<file path="src/rtl/core/crpg_pkg.sv">
`timescale 1ns / 1ps
// ----------------------------------------------------------------------------
// crpg_pkg
// Shared constants, types and command codes of the color ramp palette
// generator.
// ----------------------------------------------------------------------------
package crpg_pkg;

    localparam int MAX_POINTS  = 16;
    localparam int PAL_ENTRIES = 256;
    localparam int PAL_BITS    = $clog2(PAL_ENTRIES);

    localparam int X_W     = 10;
    localparam int CH_W    = 8;
    localparam int NUM_CH  = 4;
    localparam int COLOR_W = NUM_CH * CH_W;
    localparam int IDX_W   = $clog2(MAX_POINTS);
    localparam int CNT_W   = IDX_W + 1;
    localparam int CH_IDX_W = $clog2(NUM_CH);

    // Segment denominator dist * PAL_ENTRIES and the interpolation weights.
    localparam int W_W   = X_W + PAL_BITS;
    // Weighted channel sum, never above CH max times the denominator.
    localparam int ACC_W = CH_W + W_W;

    localparam int S_TDATA_W = ((X_W + COLOR_W + 7) / 8) * 8;
    localparam int M_TDATA_W = ((PAL_BITS + COLOR_W + 7) / 8) * 8;
    localparam int S_TUSER_W = 2;

    localparam logic CMD_LOAD = 1'b0;
    localparam logic CMD_EMIT = 1'b1;

    typedef logic [NUM_CH-1:0][CH_W-1:0] rgba_t;

    typedef struct packed {
        rgba_t          color;
        logic [X_W-1:0] x;
    } point_t;

    typedef struct packed {
        logic             we;
        logic [IDX_W-1:0] addr;
        point_t           point;
    } ptab_wr_t;

    typedef struct packed {
        logic             start;
        logic [ACC_W-1:0] dividend;
        logic [W_W-1:0]   divisor;
    } div_req_t;

    typedef struct packed {
        logic                done;
        logic [PAL_BITS-1:0] quotient;
    } div_rsp_t;

    typedef struct packed {
        logic [PAL_BITS-1:0] index;
        rgba_t               rgba;
        logic                last;
        logic                empty;
    } res_t;

endpackage

</file>
<file path="src/rtl/core/crpg_ptab.sv">
`timescale 1ns / 1ps
// ----------------------------------------------------------------------------
// crpg_ptab
// Control point table: one write port and two registered read ports.
// ----------------------------------------------------------------------------
module crpg_ptab
    import crpg_pkg::*;
(
    input  logic             aclk,
    input  ptab_wr_t         wr,
    input  logic [IDX_W-1:0] rd_addr_a,
    input  logic [IDX_W-1:0] rd_addr_b,
    output point_t           rd_data_a,
    output point_t           rd_data_b
);

    point_t mem [MAX_POINTS];
    point_t rd_a_reg;
    point_t rd_b_reg;

    always_ff @(posedge aclk) begin
        if (wr.we) begin
            mem[wr.addr] <= wr.point;
        end
        rd_a_reg <= mem[rd_addr_a];
        rd_b_reg <= mem[rd_addr_b];
    end

    assign rd_data_a = rd_a_reg;
    assign rd_data_b = rd_b_reg;

endmodule

</file>
<file path="src/rtl/core/crpg_div.sv">
`timescale 1ns / 1ps
// ----------------------------------------------------------------------------
// crpg_div
// Shared restoring divider, one quotient bit per cycle. The caller
// guarantees that the quotient fits in PAL_BITS bits.
// ----------------------------------------------------------------------------
module crpg_div
    import crpg_pkg::*;
(
    input  logic     aclk,
    input  logic     aresetn,
    input  div_req_t req,
    output div_rsp_t rsp
);

    localparam int STEP_W = $clog2(PAL_BITS + 1);

    logic [W_W-1:0]      rem_reg,  rem_next;
    logic [PAL_BITS-1:0] low_reg,  low_next;
    logic [PAL_BITS-1:0] quo_reg,  quo_next;
    logic [W_W-1:0]      dsr_reg,  dsr_next;
    logic [STEP_W-1:0]   cnt_reg,  cnt_next;
    logic                done_reg, done_next;

    logic [W_W:0] trial;
    logic         fits;

    assign trial = {rem_reg, low_reg[PAL_BITS-1]};
    assign fits  = (trial >= {1'b0, dsr_reg});

    always_comb begin
        rem_next  = rem_reg;
        low_next  = low_reg;
        quo_next  = quo_reg;
        dsr_next  = dsr_reg;
        cnt_next  = cnt_reg;
        done_next = 1'b0;
        if (req.start) begin
            // The upper part of the dividend is below the divisor.
            rem_next = req.dividend[ACC_W-1:PAL_BITS];
            low_next = req.dividend[PAL_BITS-1:0];
            dsr_next = req.divisor;
            quo_next = '0;
            cnt_next = STEP_W'(PAL_BITS);
        end else if (cnt_reg != '0) begin
            rem_next  = fits ? W_W'(trial - {1'b0, dsr_reg}) : trial[W_W-1:0];
            low_next  = {low_reg[PAL_BITS-2:0], 1'b0};
            quo_next  = {quo_reg[PAL_BITS-2:0], fits};
            cnt_next  = cnt_reg - STEP_W'(1);
            done_next = (cnt_reg == STEP_W'(1));
        end
    end

    always_ff @(posedge aclk) begin
        if (!aresetn) begin
            cnt_reg  <= '0;
            done_reg <= 1'b0;
        end else begin
            cnt_reg  <= cnt_next;
            done_reg <= done_next;
        end
        rem_reg <= rem_next;
        low_reg <= low_next;
        quo_reg <= quo_next;
        dsr_reg <= dsr_next;
    end

    assign rsp.done     = done_reg;
    assign rsp.quotient = quo_reg;

endmodule

</file>
<file path="src/rtl/core/crpg_seq.sv">
`timescale 1ns / 1ps
// ----------------------------------------------------------------------------
// crpg_seq
// Sequencer: stores control points, walks the segments for each emit and
// drives the shared divider for segment entry counts and channel blends.
// ----------------------------------------------------------------------------
module crpg_seq
    import crpg_pkg::*;
(
    input  logic             aclk,
    input  logic             aresetn,
    input  logic [X_W-1:0]   area_width,
    input  logic             in_valid,
    output logic             in_ready,
    input  logic             in_cmd,
    input  logic             in_first,
    input  point_t           in_point,
    output ptab_wr_t         tab_wr,
    output logic [IDX_W-1:0] tab_addr_a,
    output logic [IDX_W-1:0] tab_addr_b,
    input  point_t           tab_data_a,
    input  point_t           tab_data_b,
    output div_req_t         div_req,
    input  div_rsp_t         div_rsp,
    output logic             res_valid,
    input  logic             res_ready,
    output res_t             res
);

    typedef enum logic [3:0] {
        ST_IDLE,
        ST_SEG_RD,
        ST_SEG_EVAL,
        ST_NDIV,
        ST_W1,
        ST_W0,
        ST_MUL0,
        ST_MUL1,
        ST_CDIV_GO,
        ST_CDIV,
        ST_FILL_RD,
        ST_FILL_CAP,
        ST_DONE
    } state_t;

    state_t               state_reg, state_next;
    logic [CNT_W-1:0]     count_reg, count_next;
    logic [PAL_BITS-1:0]  emit_reg,  emit_next;
    logic [IDX_W-1:0]     k_reg,     k_next;
    logic [PAL_BITS-1:0]  remain_reg, remain_next;
    logic [X_W-1:0]       dist_reg,  dist_next;
    logic [W_W-1:0]       w1_reg,    w1_next;
    logic [W_W-1:0]       w0_reg,    w0_next;
    logic [ACC_W-1:0]     acc_reg,   acc_next;
    logic [CH_IDX_W-1:0]  ch_reg,    ch_next;
    rgba_t                rgba_reg,  rgba_next;
    logic                 empty_reg, empty_next;

    logic [X_W-1:0]   aw_eff;
    logic [X_W-1:0]   dist_cur;
    logic [W_W-1:0]   den;
    logic [CNT_W-1:0] wr_idx;
    logic             at_last_seg;
    logic [CH_W-1:0]  c0;
    logic [CH_W-1:0]  c1;

    // A zero width behaves as one.
    assign aw_eff   = (area_width == '0) ? X_W'(1) : area_width;
    assign dist_cur = (tab_data_b.x > tab_data_a.x) ? X_W'(tab_data_b.x - tab_data_a.x) : '0;
    assign den      = {dist_reg, {PAL_BITS{1'b0}}};
    assign wr_idx   = in_first ? '0 : count_reg;
    assign at_last_seg = ((CNT_W'(k_reg) + CNT_W'(2)) >= count_reg);
    assign c0 = tab_data_a.color[ch_reg];
    assign c1 = tab_data_b.color[ch_reg];

    assign tab_addr_a = k_reg;
    assign tab_addr_b = (state_reg == ST_FILL_RD) ?
                        IDX_W'(count_reg - CNT_W'(1)) : IDX_W'(k_reg + IDX_W'(1));

    assign in_ready = (state_reg == ST_IDLE);

    always_comb begin
        tab_wr.we    = in_valid && in_ready && (in_cmd == CMD_LOAD) &&
                       (wr_idx < CNT_W'(MAX_POINTS));
        tab_wr.addr  = wr_idx[IDX_W-1:0];
        tab_wr.point = in_point;
    end

    always_comb begin
        div_req.start    = 1'b0;
        div_req.dividend = {{(ACC_W-W_W){1'b0}}, dist_cur, {PAL_BITS{1'b0}}};
        div_req.divisor  = W_W'(aw_eff);
        if (state_reg == ST_SEG_EVAL) begin
            div_req.start = (dist_cur != '0) && (dist_cur < aw_eff);
        end else if (state_reg == ST_CDIV_GO) begin
            div_req.start    = 1'b1;
            div_req.dividend = acc_reg;
            div_req.divisor  = den;
        end
    end

    always_comb begin
        state_next  = state_reg;
        count_next  = count_reg;
        emit_next   = emit_reg;
        k_next      = k_reg;
        remain_next = remain_reg;
        dist_next   = dist_reg;
        w1_next     = w1_reg;
        w0_next     = w0_reg;
        acc_next    = acc_reg;
        ch_next     = ch_reg;
        rgba_next   = rgba_reg;
        empty_next  = empty_reg;

        case (state_reg)
            ST_IDLE: begin
                if (in_valid) begin
                    if (in_cmd == CMD_LOAD) begin
                        if (in_first) begin
                            emit_next = '0;
                        end
                        if (wr_idx < CNT_W'(MAX_POINTS)) begin
                            count_next = wr_idx + CNT_W'(1);
                        end else begin
                            count_next = wr_idx;
                        end
                    end else begin
                        remain_next = emit_reg;
                        k_next      = '0;
                        empty_next  = (count_reg == '0);
                        if (count_reg == '0) begin
                            rgba_next  = '0;
                            state_next = ST_DONE;
                        end else if (count_reg == CNT_W'(1)) begin
                            state_next = ST_FILL_RD;
                        end else begin
                            state_next = ST_SEG_RD;
                        end
                    end
                end
            end
            ST_SEG_RD: begin
                state_next = ST_SEG_EVAL;
            end
            ST_SEG_EVAL: begin
                dist_next = dist_cur;
                if (dist_cur >= aw_eff) begin
                    // At least PAL_ENTRIES entries: the index lies here.
                    state_next = ST_W1;
                end else if (dist_cur != '0) begin
                    state_next = ST_NDIV;
                end else if (at_last_seg) begin
                    state_next = ST_FILL_RD;
                end else begin
                    k_next     = k_reg + IDX_W'(1);
                    state_next = ST_SEG_RD;
                end
            end
            ST_NDIV: begin
                if (div_rsp.done) begin
                    if (remain_reg < div_rsp.quotient) begin
                        state_next = ST_W1;
                    end else begin
                        remain_next = remain_reg - div_rsp.quotient;
                        if (at_last_seg) begin
                            state_next = ST_FILL_RD;
                        end else begin
                            k_next     = k_reg + IDX_W'(1);
                            state_next = ST_SEG_RD;
                        end
                    end
                end
            end
            ST_W1: begin
                w1_next    = W_W'(remain_reg) * W_W'(aw_eff);
                ch_next    = '0;
                state_next = ST_W0;
            end
            ST_W0: begin
                w0_next    = den - w1_reg;
                state_next = ST_MUL0;
            end
            ST_MUL0: begin
                acc_next   = ACC_W'(c0) * ACC_W'(w0_reg);
                state_next = ST_MUL1;
            end
            ST_MUL1: begin
                acc_next   = acc_reg + ACC_W'(c1) * ACC_W'(w1_reg);
                state_next = ST_CDIV_GO;
            end
            ST_CDIV_GO: begin
                state_next = ST_CDIV;
            end
            ST_CDIV: begin
                if (div_rsp.done) begin
                    rgba_next[ch_reg] = div_rsp.quotient;
                    if (ch_reg == CH_IDX_W'(NUM_CH - 1)) begin
                        state_next = ST_DONE;
                    end else begin
                        ch_next    = ch_reg + CH_IDX_W'(1);
                        state_next = ST_MUL0;
                    end
                end
            end
            ST_FILL_RD: begin
                state_next = ST_FILL_CAP;
            end
            ST_FILL_CAP: begin
                rgba_next  = tab_data_b.color;
                state_next = ST_DONE;
            end
            ST_DONE: begin
                if (res_ready) begin
                    emit_next  = emit_reg + PAL_BITS'(1);
                    state_next = ST_IDLE;
                end
            end
            default: begin
                state_next = ST_IDLE;
            end
        endcase
    end

    always_ff @(posedge aclk) begin
        if (!aresetn) begin
            state_reg <= ST_IDLE;
            count_reg <= '0;
            emit_reg  <= '0;
        end else begin
            state_reg <= state_next;
            count_reg <= count_next;
            emit_reg  <= emit_next;
        end
        k_reg      <= k_next;
        remain_reg <= remain_next;
        dist_reg   <= dist_next;
        w1_reg     <= w1_next;
        w0_reg     <= w0_next;
        acc_reg    <= acc_next;
        ch_reg     <= ch_next;
        rgba_reg   <= rgba_next;
        empty_reg  <= empty_next;
    end

    assign res_valid = (state_reg == ST_DONE);
    assign res.index = emit_reg;
    assign res.rgba  = rgba_reg;
    assign res.last  = (emit_reg == PAL_BITS'(PAL_ENTRIES - 1));
    assign res.empty = empty_reg;

endmodule

</file>
<file path="src/rtl/core/color_ramp_palette_generator.sv">
`timescale 1ns / 1ps
// ----------------------------------------------------------------------------
// color_ramp_palette_generator
// Piecewise-linear RGBA color ramp: control points in, palette entries out.
// ----------------------------------------------------------------------------
// The host loads up to sixteen control points through the slave stream with
// tuser[0] low (tuser[1] high restarts the table and the palette index) and
// requests palette entries with tuser[0] high. Each request yields one
// transfer on the master stream carrying the entry index and its RGBA color;
// tlast marks entry 255, after which the index wraps to 0. tuser on the
// master side flags an empty table, in which case the color is zero.
// A load leaves the input ready for the next transfer. A request walks the
// segments one at a time: a segment of zero length or one spanning the
// whole palette needs no division, any other needs the shared divider to
// find its entry count. The blend then runs the same divider once per
// channel, one quotient bit per cycle, while a fill entry past the last
// segment takes the last point's color. A request keeps the input busy
// until its result is handed off to the output register, and m_tvalid
// rises in the cycle after the hand-off. The area_width register is written
// over its own valid/ready channel, which is always ready. After reset the
// table is empty, the palette index is 0 and area_width is 256. The result
// sits in an output register; if the receiver stalls, the block still takes
// the next load or request and holds a second result internally until the
// register frees.
// ----------------------------------------------------------------------------
module color_ramp_palette_generator
    import crpg_pkg::*;
(
    input  logic                 aclk,
    input  logic                 aresetn,
    // Slave stream.
    input  logic                 s_tvalid,
    output logic                 s_tready,
    // tdata: point_x, in_red, in_green, in_blue, in_alpha (lowest bit up).
    input  logic [S_TDATA_W-1:0] s_tdata,
    // tuser: cmd, first_point (lowest bit up).
    input  logic [S_TUSER_W-1:0] s_tuser,
    // Master stream.
    output logic                 m_tvalid,
    input  logic                 m_tready,
    // tdata: entry_index, out_red, out_green, out_blue, out_alpha.
    output logic [M_TDATA_W-1:0] m_tdata,
    output logic                 m_tlast,
    // tuser: table_empty.
    output logic                 m_tuser,
    // Configuration write channel for area_width.
    input  logic                 cfg_valid,
    output logic                 cfg_ready,
    input  logic [X_W-1:0]       cfg_data
);

    logic [X_W-1:0] area_width_reg, area_width_next;

    logic     out_valid_reg, out_valid_next;
    res_t     out_reg, out_next;

    point_t   in_point;
    ptab_wr_t tab_wr;
    logic [IDX_W-1:0] tab_addr_a;
    logic [IDX_W-1:0] tab_addr_b;
    point_t   tab_data_a;
    point_t   tab_data_b;
    div_req_t div_req;
    div_rsp_t div_rsp;
    logic     res_valid;
    logic     res_ready;
    res_t     res;

    assign in_point.x     = s_tdata[X_W-1:0];
    assign in_point.color = s_tdata[X_W+COLOR_W-1:X_W];

    // The configuration register takes every transfer at once.
    assign cfg_ready       = 1'b1;
    assign area_width_next = cfg_valid ? cfg_data : area_width_reg;

    // The output register frees when empty or when its transfer completes.
    assign res_ready = !out_valid_reg || m_tready;

    always_comb begin
        out_valid_next = out_valid_reg;
        out_next       = out_reg;
        if (res_ready) begin
            out_valid_next = res_valid;
            out_next       = res;
        end
    end

    always_ff @(posedge aclk) begin
        if (!aresetn) begin
            area_width_reg <= X_W'(PAL_ENTRIES);
            out_valid_reg  <= 1'b0;
        end else begin
            area_width_reg <= area_width_next;
            out_valid_reg  <= out_valid_next;
        end
        out_reg <= out_next;
    end

    crpg_ptab u_ptab (
        .aclk      (aclk),
        .wr        (tab_wr),
        .rd_addr_a (tab_addr_a),
        .rd_addr_b (tab_addr_b),
        .rd_data_a (tab_data_a),
        .rd_data_b (tab_data_b)
    );

    crpg_div u_div (
        .aclk    (aclk),
        .aresetn (aresetn),
        .req     (div_req),
        .rsp     (div_rsp)
    );

    crpg_seq u_seq (
        .aclk       (aclk),
        .aresetn    (aresetn),
        .area_width (area_width_reg),
        .in_valid   (s_tvalid),
        .in_ready   (s_tready),
        .in_cmd     (s_tuser[0]),
        .in_first   (s_tuser[1]),
        .in_point   (in_point),
        .tab_wr     (tab_wr),
        .tab_addr_a (tab_addr_a),
        .tab_addr_b (tab_addr_b),
        .tab_data_a (tab_data_a),
        .tab_data_b (tab_data_b),
        .div_req    (div_req),
        .div_rsp    (div_rsp),
        .res_valid  (res_valid),
        .res_ready  (res_ready),
        .res        (res)
    );

    assign m_tvalid = out_valid_reg;
    assign m_tdata  = M_TDATA_W'({out_reg.rgba, out_reg.index});
    assign m_tlast  = out_reg.last;
    assign m_tuser  = out_reg.empty;

    // An empty table always gives a black, transparent entry.
    a_empty_zero: assert property (@(posedge aclk) disable iff (!aresetn)
        m_tvalid && m_tuser |-> (out_reg.rgba == '0))
        else $error("empty-table entry carries a nonzero color");

    // tlast tracks the final palette index.
    a_last_index: assert property (@(posedge aclk) disable iff (!aresetn)
        m_tvalid |-> (m_tlast == (out_reg.index == PAL_BITS'(PAL_ENTRIES - 1))))
        else $error("tlast does not match the final palette index");

    // A request keeps the block busy for at least the next cycle.
    a_emit_busy: assert property (@(posedge aclk) disable iff (!aresetn)
        s_tvalid && s_tready && (s_tuser[0] == CMD_EMIT) |=> !s_tready)
        else $error("block ready right after taking a request");

    // A divider start is never repeated straight away.
    a_div_start: assert property (@(posedge aclk) disable iff (!aresetn)
        div_req.start |=> !div_req.start)
        else $error("divider started on two cycles in a row");

endmodule

</file>
<file path="config.mk">
export PLATFORM = sky130hd
export DESIGN_NAME = color_ramp_palette_generator
export DESIGN_NICKNAME = d
export VERILOG_FILES = /design/src/rtl/core/crpg_pkg.sv /design/src/rtl/core/crpg_ptab.sv /design/src/rtl/core/crpg_div.sv /design/src/rtl/core/crpg_seq.sv /design/src/rtl/core/color_ramp_palette_generator.sv
export SDC_FILE = /design/constraint.sdc
export NUM_CORES = 2
export LEC_CHECK = 0
export BUFFER_PORTS_ARGS = -buffer_cell sky130_fd_sc_hd__buf_2
export CAP_MARGIN = 20
export CELL_PAD_IN_SITES_DETAIL_PLACEMENT = 2
export CELL_PAD_IN_SITES_GLOBAL_PLACEMENT = 2
export CORE_ASPECT_RATIO = 0.7
export CORE_MARGIN = 2
export CORE_UTILIZATION = 40
export CTS_CLUSTER_SIZE = 16
export DETAILED_ROUTE_END_ITERATION = 7
export GPL_ROUTABILITY_DRIVEN = 1
export PLACE_DENSITY_LB_ADDON = 0.1
export SETUP_SLACK_MARGIN = 0.02
export SLEW_MARGIN = 20
export SYNTH_ARGS = -nofsm -noshare
export SYNTH_HDL_FRONTEND = slang
export SYNTH_SLANG_ARGS = --single-unit
</file>
<file path="constraint.sdc">
create_clock -name aclk -period 5.8 [get_ports aclk]
set_input_delay 1.45 -clock aclk [delete_from_list [all_inputs] [get_ports aclk]]
set_output_delay 1.45 -clock aclk [all_outputs]
set_load 0.1 [all_outputs]
</file>
==> summary.md <==
| Metric | Value |
|---|---|
| Die Area | 150000 um2 |
| Final count of negative-setup-slack endpoints | 10 |
| Period utilization | 1.02 |
| Core area | 146000 um2 |
| Nets | 5556 |
| Pre-Repair DR Iteration Count | 5 |
| Prevailing post-synth register cell | edfxtp_1 |
| Status | finished with violations |
| Initial drt markers | 3232 |
| CTS Sinks | 1002 |
| Synth unique cells | 79 |
| #FFs+latches synth | between 1000 and 1500 |
| Die height | 324 um |
| WL/cell | 29.1 um |
| Slew Viols, Final | 0 |
| Clk slew on worst S/H paths | around 70 ps |
| Largest net degree at the start of global routing | 136 |
| Slew @ Worst Pin | 1260 ps |
| Via count | 40900 |
| Synth warn | 0 |
| Hold Path Origin | u_seq.empty_reg |
| Initial Util | 0.403 |
| Worst R2R Setup Slack | -120 ps |
| Most flops, register | u_ptab.mem |
| Min Tclk post-route | 5920 ps |
| Vias in the first global route | 44100 |
| Slowest cell on crit path | fa_1 |
| Gr ovfl total | 0 |
| Hold-fix buffers, CTS | 0 |
| Clk_lat worst skew | roughly 770 ps |
| Root buf cell | clkbuf_16 |
| HP Class | reg -> reg |
| Final setup margin | -122 ps |
| Critical Path AT | 6400 ps |
| Drc violations | 0 |
| Gpl congestion | 0.811 |
| Synth Instances | 4802 |
| Final core utilization | 0.465 |
| CTS tree | built |
| Total CTS buffers | 105 |
| Crit Path Category | reg -> reg |
| Fraction of registers with async set/reset | 0 |
| R2R cell count | 22 |
| Element type at the critical path start | flop |
| Rel. slew slack | 0.156 |
| Worst-path fanout max | 8 |
| # rows | 117 |
| MaxCap Viol Count | 0 |
| Syn_nets | 5340 |
| DR vias/cell | 5.77 |
| Reg2Reg Capture Point | u_seq.acc_reg[24] |
| Initial antenna violation count | 19 |
| Clk_skew | approximately 73 ps |
| I/O pin count | 110 |
| Hpwl dp | between 100000 and 150000 um |
| Worst hold endpoint | m_tuser |
| Max frequency | 169 MHz |
| Area growth from synthesis to final layout | 15.5% |
| Global-route wire length before repair | 303000 um |
| Total wire length | 206000 um |
| Hold Path Stages | 0 |
| WP buf/inv | 7 |
| Worst EP required | 6280 ps |
| Crit path cell chain | buf_12, mux4_2, buf_12, buf_8, nand2_4, fa_1, fa_1, inv_2, fa_1, inv_2, fa_1, inv_2, ha_4, buf_6, nand4_1, nor3_2, o2111ai_2, a21oi_4, o2111ai_4, nand3_2, nor3b_4, o31ai_2 |
| Final hold violations | 0 |
| Die Span X | 462 um |
| H-tree depth | 3 |
| GRT Total Usage | 0.274 |
| Seq/Total Area, Yosys | 0.492 |
| Unrepaired setup endpoints after global routing | true |
| Layout cells sized above 1 | 0.188 |
| Failing checks | negative setup slack |
| Worst path top cell family by delay | adder cells |
| Crit. End Element | flop |
| Max reg flops | 672 |
| Netlist Area Pre-Place | about 59000 um2 |
| EDFF count, synth | 877 |
| Antenna Nets Post-Route | 0 |
| Synthesized area per cell | 12.2 um2 |
| Most common cell on crit path | fa_1 |
| CTS Buffer Depth | 3 |
| CP max stage delay | 570 ps |
| Fillers | 14300 |
| RR Startpoint | u_seq.ch_reg[0] |
| Buffers on Ports | 102 |
## logic make-up (layout without fill, tap and decap cells)
logic type	after synthesis	after routing	synth area share
flops	1002	1002	0.492
xor+xnor	98	98	0.0146
buf+inv	710	1019	0.0462
compound gates	860	860	0.0984
fa+ha+maj	473	473	0.135
other cells	1	8	0.0000640
simple gates	1364	1364	0.115
mux	294	294	0.0984
## final cells by class
type	count	area [um2]	share of cell area
repair buffers	376	3110	0.0459
clock buffers	149	2900	0.0428
multi-input cells	3090	28100	0.415
clock inverters	51	651	0.00961
diodes	7	17.5	0.000259
flip-flops and latches	1002	28800	0.426
inverters	443	1660	0.0246
well taps	1963	2460	0.0363
## layout by cell type (no fill, tap or decap), drive strengths merged, types with 6 or more instances in the layout
| cell | count |
|---|---|
| edfxtp | 877 |
| nand2 | 551 |
| and2 | 461 |
| inv | 447 |
| buf | 376 |
| fa | 267 |
| mux4 | 226 |
| a211oi | 226 |
| ha | 206 |
| a21oi | 199 |
| nor2 | 152 |
| clkbuf | 149 |
| dfxtp | 125 |
| o21ai | 111 |
| a31oi | 93 |
| a311oi | 87 |
| mux2i | 67 |
| xnor2 | 65 |
| nor3 | 40 |
| a21o | 33 |
| nor2b | 33 |
| xor2 | 33 |
| clkinv | 32 |
| and3 | 20 |
| nand2b | 20 |
| nand3 | 18 |
| nand4 | 17 |
| o21a | 16 |
| o22ai | 13 |
| or3 | 12 |
| bufinv | 12 |
| or2 | 12 |
| o31ai | 12 |
| o211ai | 9 |
| diode | 7 |
| o21bai | 6 |
| nor4 | 6 |
| nand3b | 6 |
| a31o | 6 |
| a21boi | 6 |
## worst max path at each step
stage,from,to,slack (ps),cells past startpoint
after global routing,u_seq.ch_reg[0],u_seq.acc_reg[23],-300,23
after global placement,u_seq.ch_reg[0],u_seq.acc_reg[25],-260,20
after floorplan,u_seq.ch_reg[1],u_seq.acc_reg[25],40,22
final,u_seq.ch_reg[0],u_seq.acc_reg[24],-120,22
after CTS,u_seq.ch_reg[0],u_seq.acc_reg[17],-90,22
after detailed placement,u_seq.ch_reg[0],u_seq.acc_reg[25],-370,20
## through the flow
step           worst slack, ps  setup TNS (ps)  std cells  hold WS [ps]  cell area (um2)
3_5_place_dp              -368           -2460       6832           427            62700
4_1_cts                  -92.5            -671       7060           455            67200
6_report                  -122            -552       7081           454            67700
2_1_floorplan             38.8               0       4802           400            58600
5_1_grt                   -296           -2630       7077           459            67700
3_3_place_gp              -265           -1530       6832           442            62700
## per-layer routing
metal / share of wire / vias to the layer above / global-route usage
met5: 0.00011 / - / 0
met4: 0.019 / 4 / 0.0619
met3: 0.062 / 211 / 0.0573
met2: 0.43 / 1067 / 0.395
met1: 0.49 / 21800 / 0.422
li1: - / 17800 / -
## worst reg2reg max path, delay by kind of cell, from the launching register on
kind,cells,cell delay (ps)
AO/OA/AOI/OAI,4,790
adder cells (fa/ha/maj),5,2370
buffers and inverters,7,760
flip-flops,1,440
multiplexers,1,550
AND/OR/NAND/NOR,5,720
## timing repair
action / CTS / global route
pin swaps: 64 / 89
gates cloned: 2 / 0
resized for setup: 148 / 86
setup endpoints to repair: 14 / 15
buffers inserted: 27 / 15
## synthesized netlist by cell type, drive strengths merged (4+ instances only)
cell     number  area [um2]
edfxtp      877       26300
nand2       551        2070
and2        461        2880
inv         442        1660
fa          267        5350
a211oi      226        1710
mux4        226        5090
ha          206        2580
a21oi       199         996
clkbuf      199         747
nor2        152         571
dfxtp       125        2500
o21ai       111         567
a31oi        93         582
a311oi       87         762
buf          68         299
mux2i        67         671
xnor2        65         569
nor3         40         215
a21o         33         248
nor2b        33         206
xor2         33         289
and3         20         125
nand2b       20         125
nand3        18        90.1
nand4        17         106
o21a         16         120
o22ai        13        81.3
o31ai        12        90.1
or2          12        75.1
or3          12        75.1
o211ai        9        67.6
a21boi        6        45.1
a31o          6        52.6
nand3b        6        45.0
nor4          6        37.5
o21bai        6        45.0
o2111ai       5        43.8
o41ai         5        43.8
a2111oi       4        47.6
a41oi         4        35.0
o311ai        4        35.0
or4           4        30.0
Power is left out: the tool's default activity adds up to more than one toggle a clock period on the data nets, which glitch-free logic cannot reach.
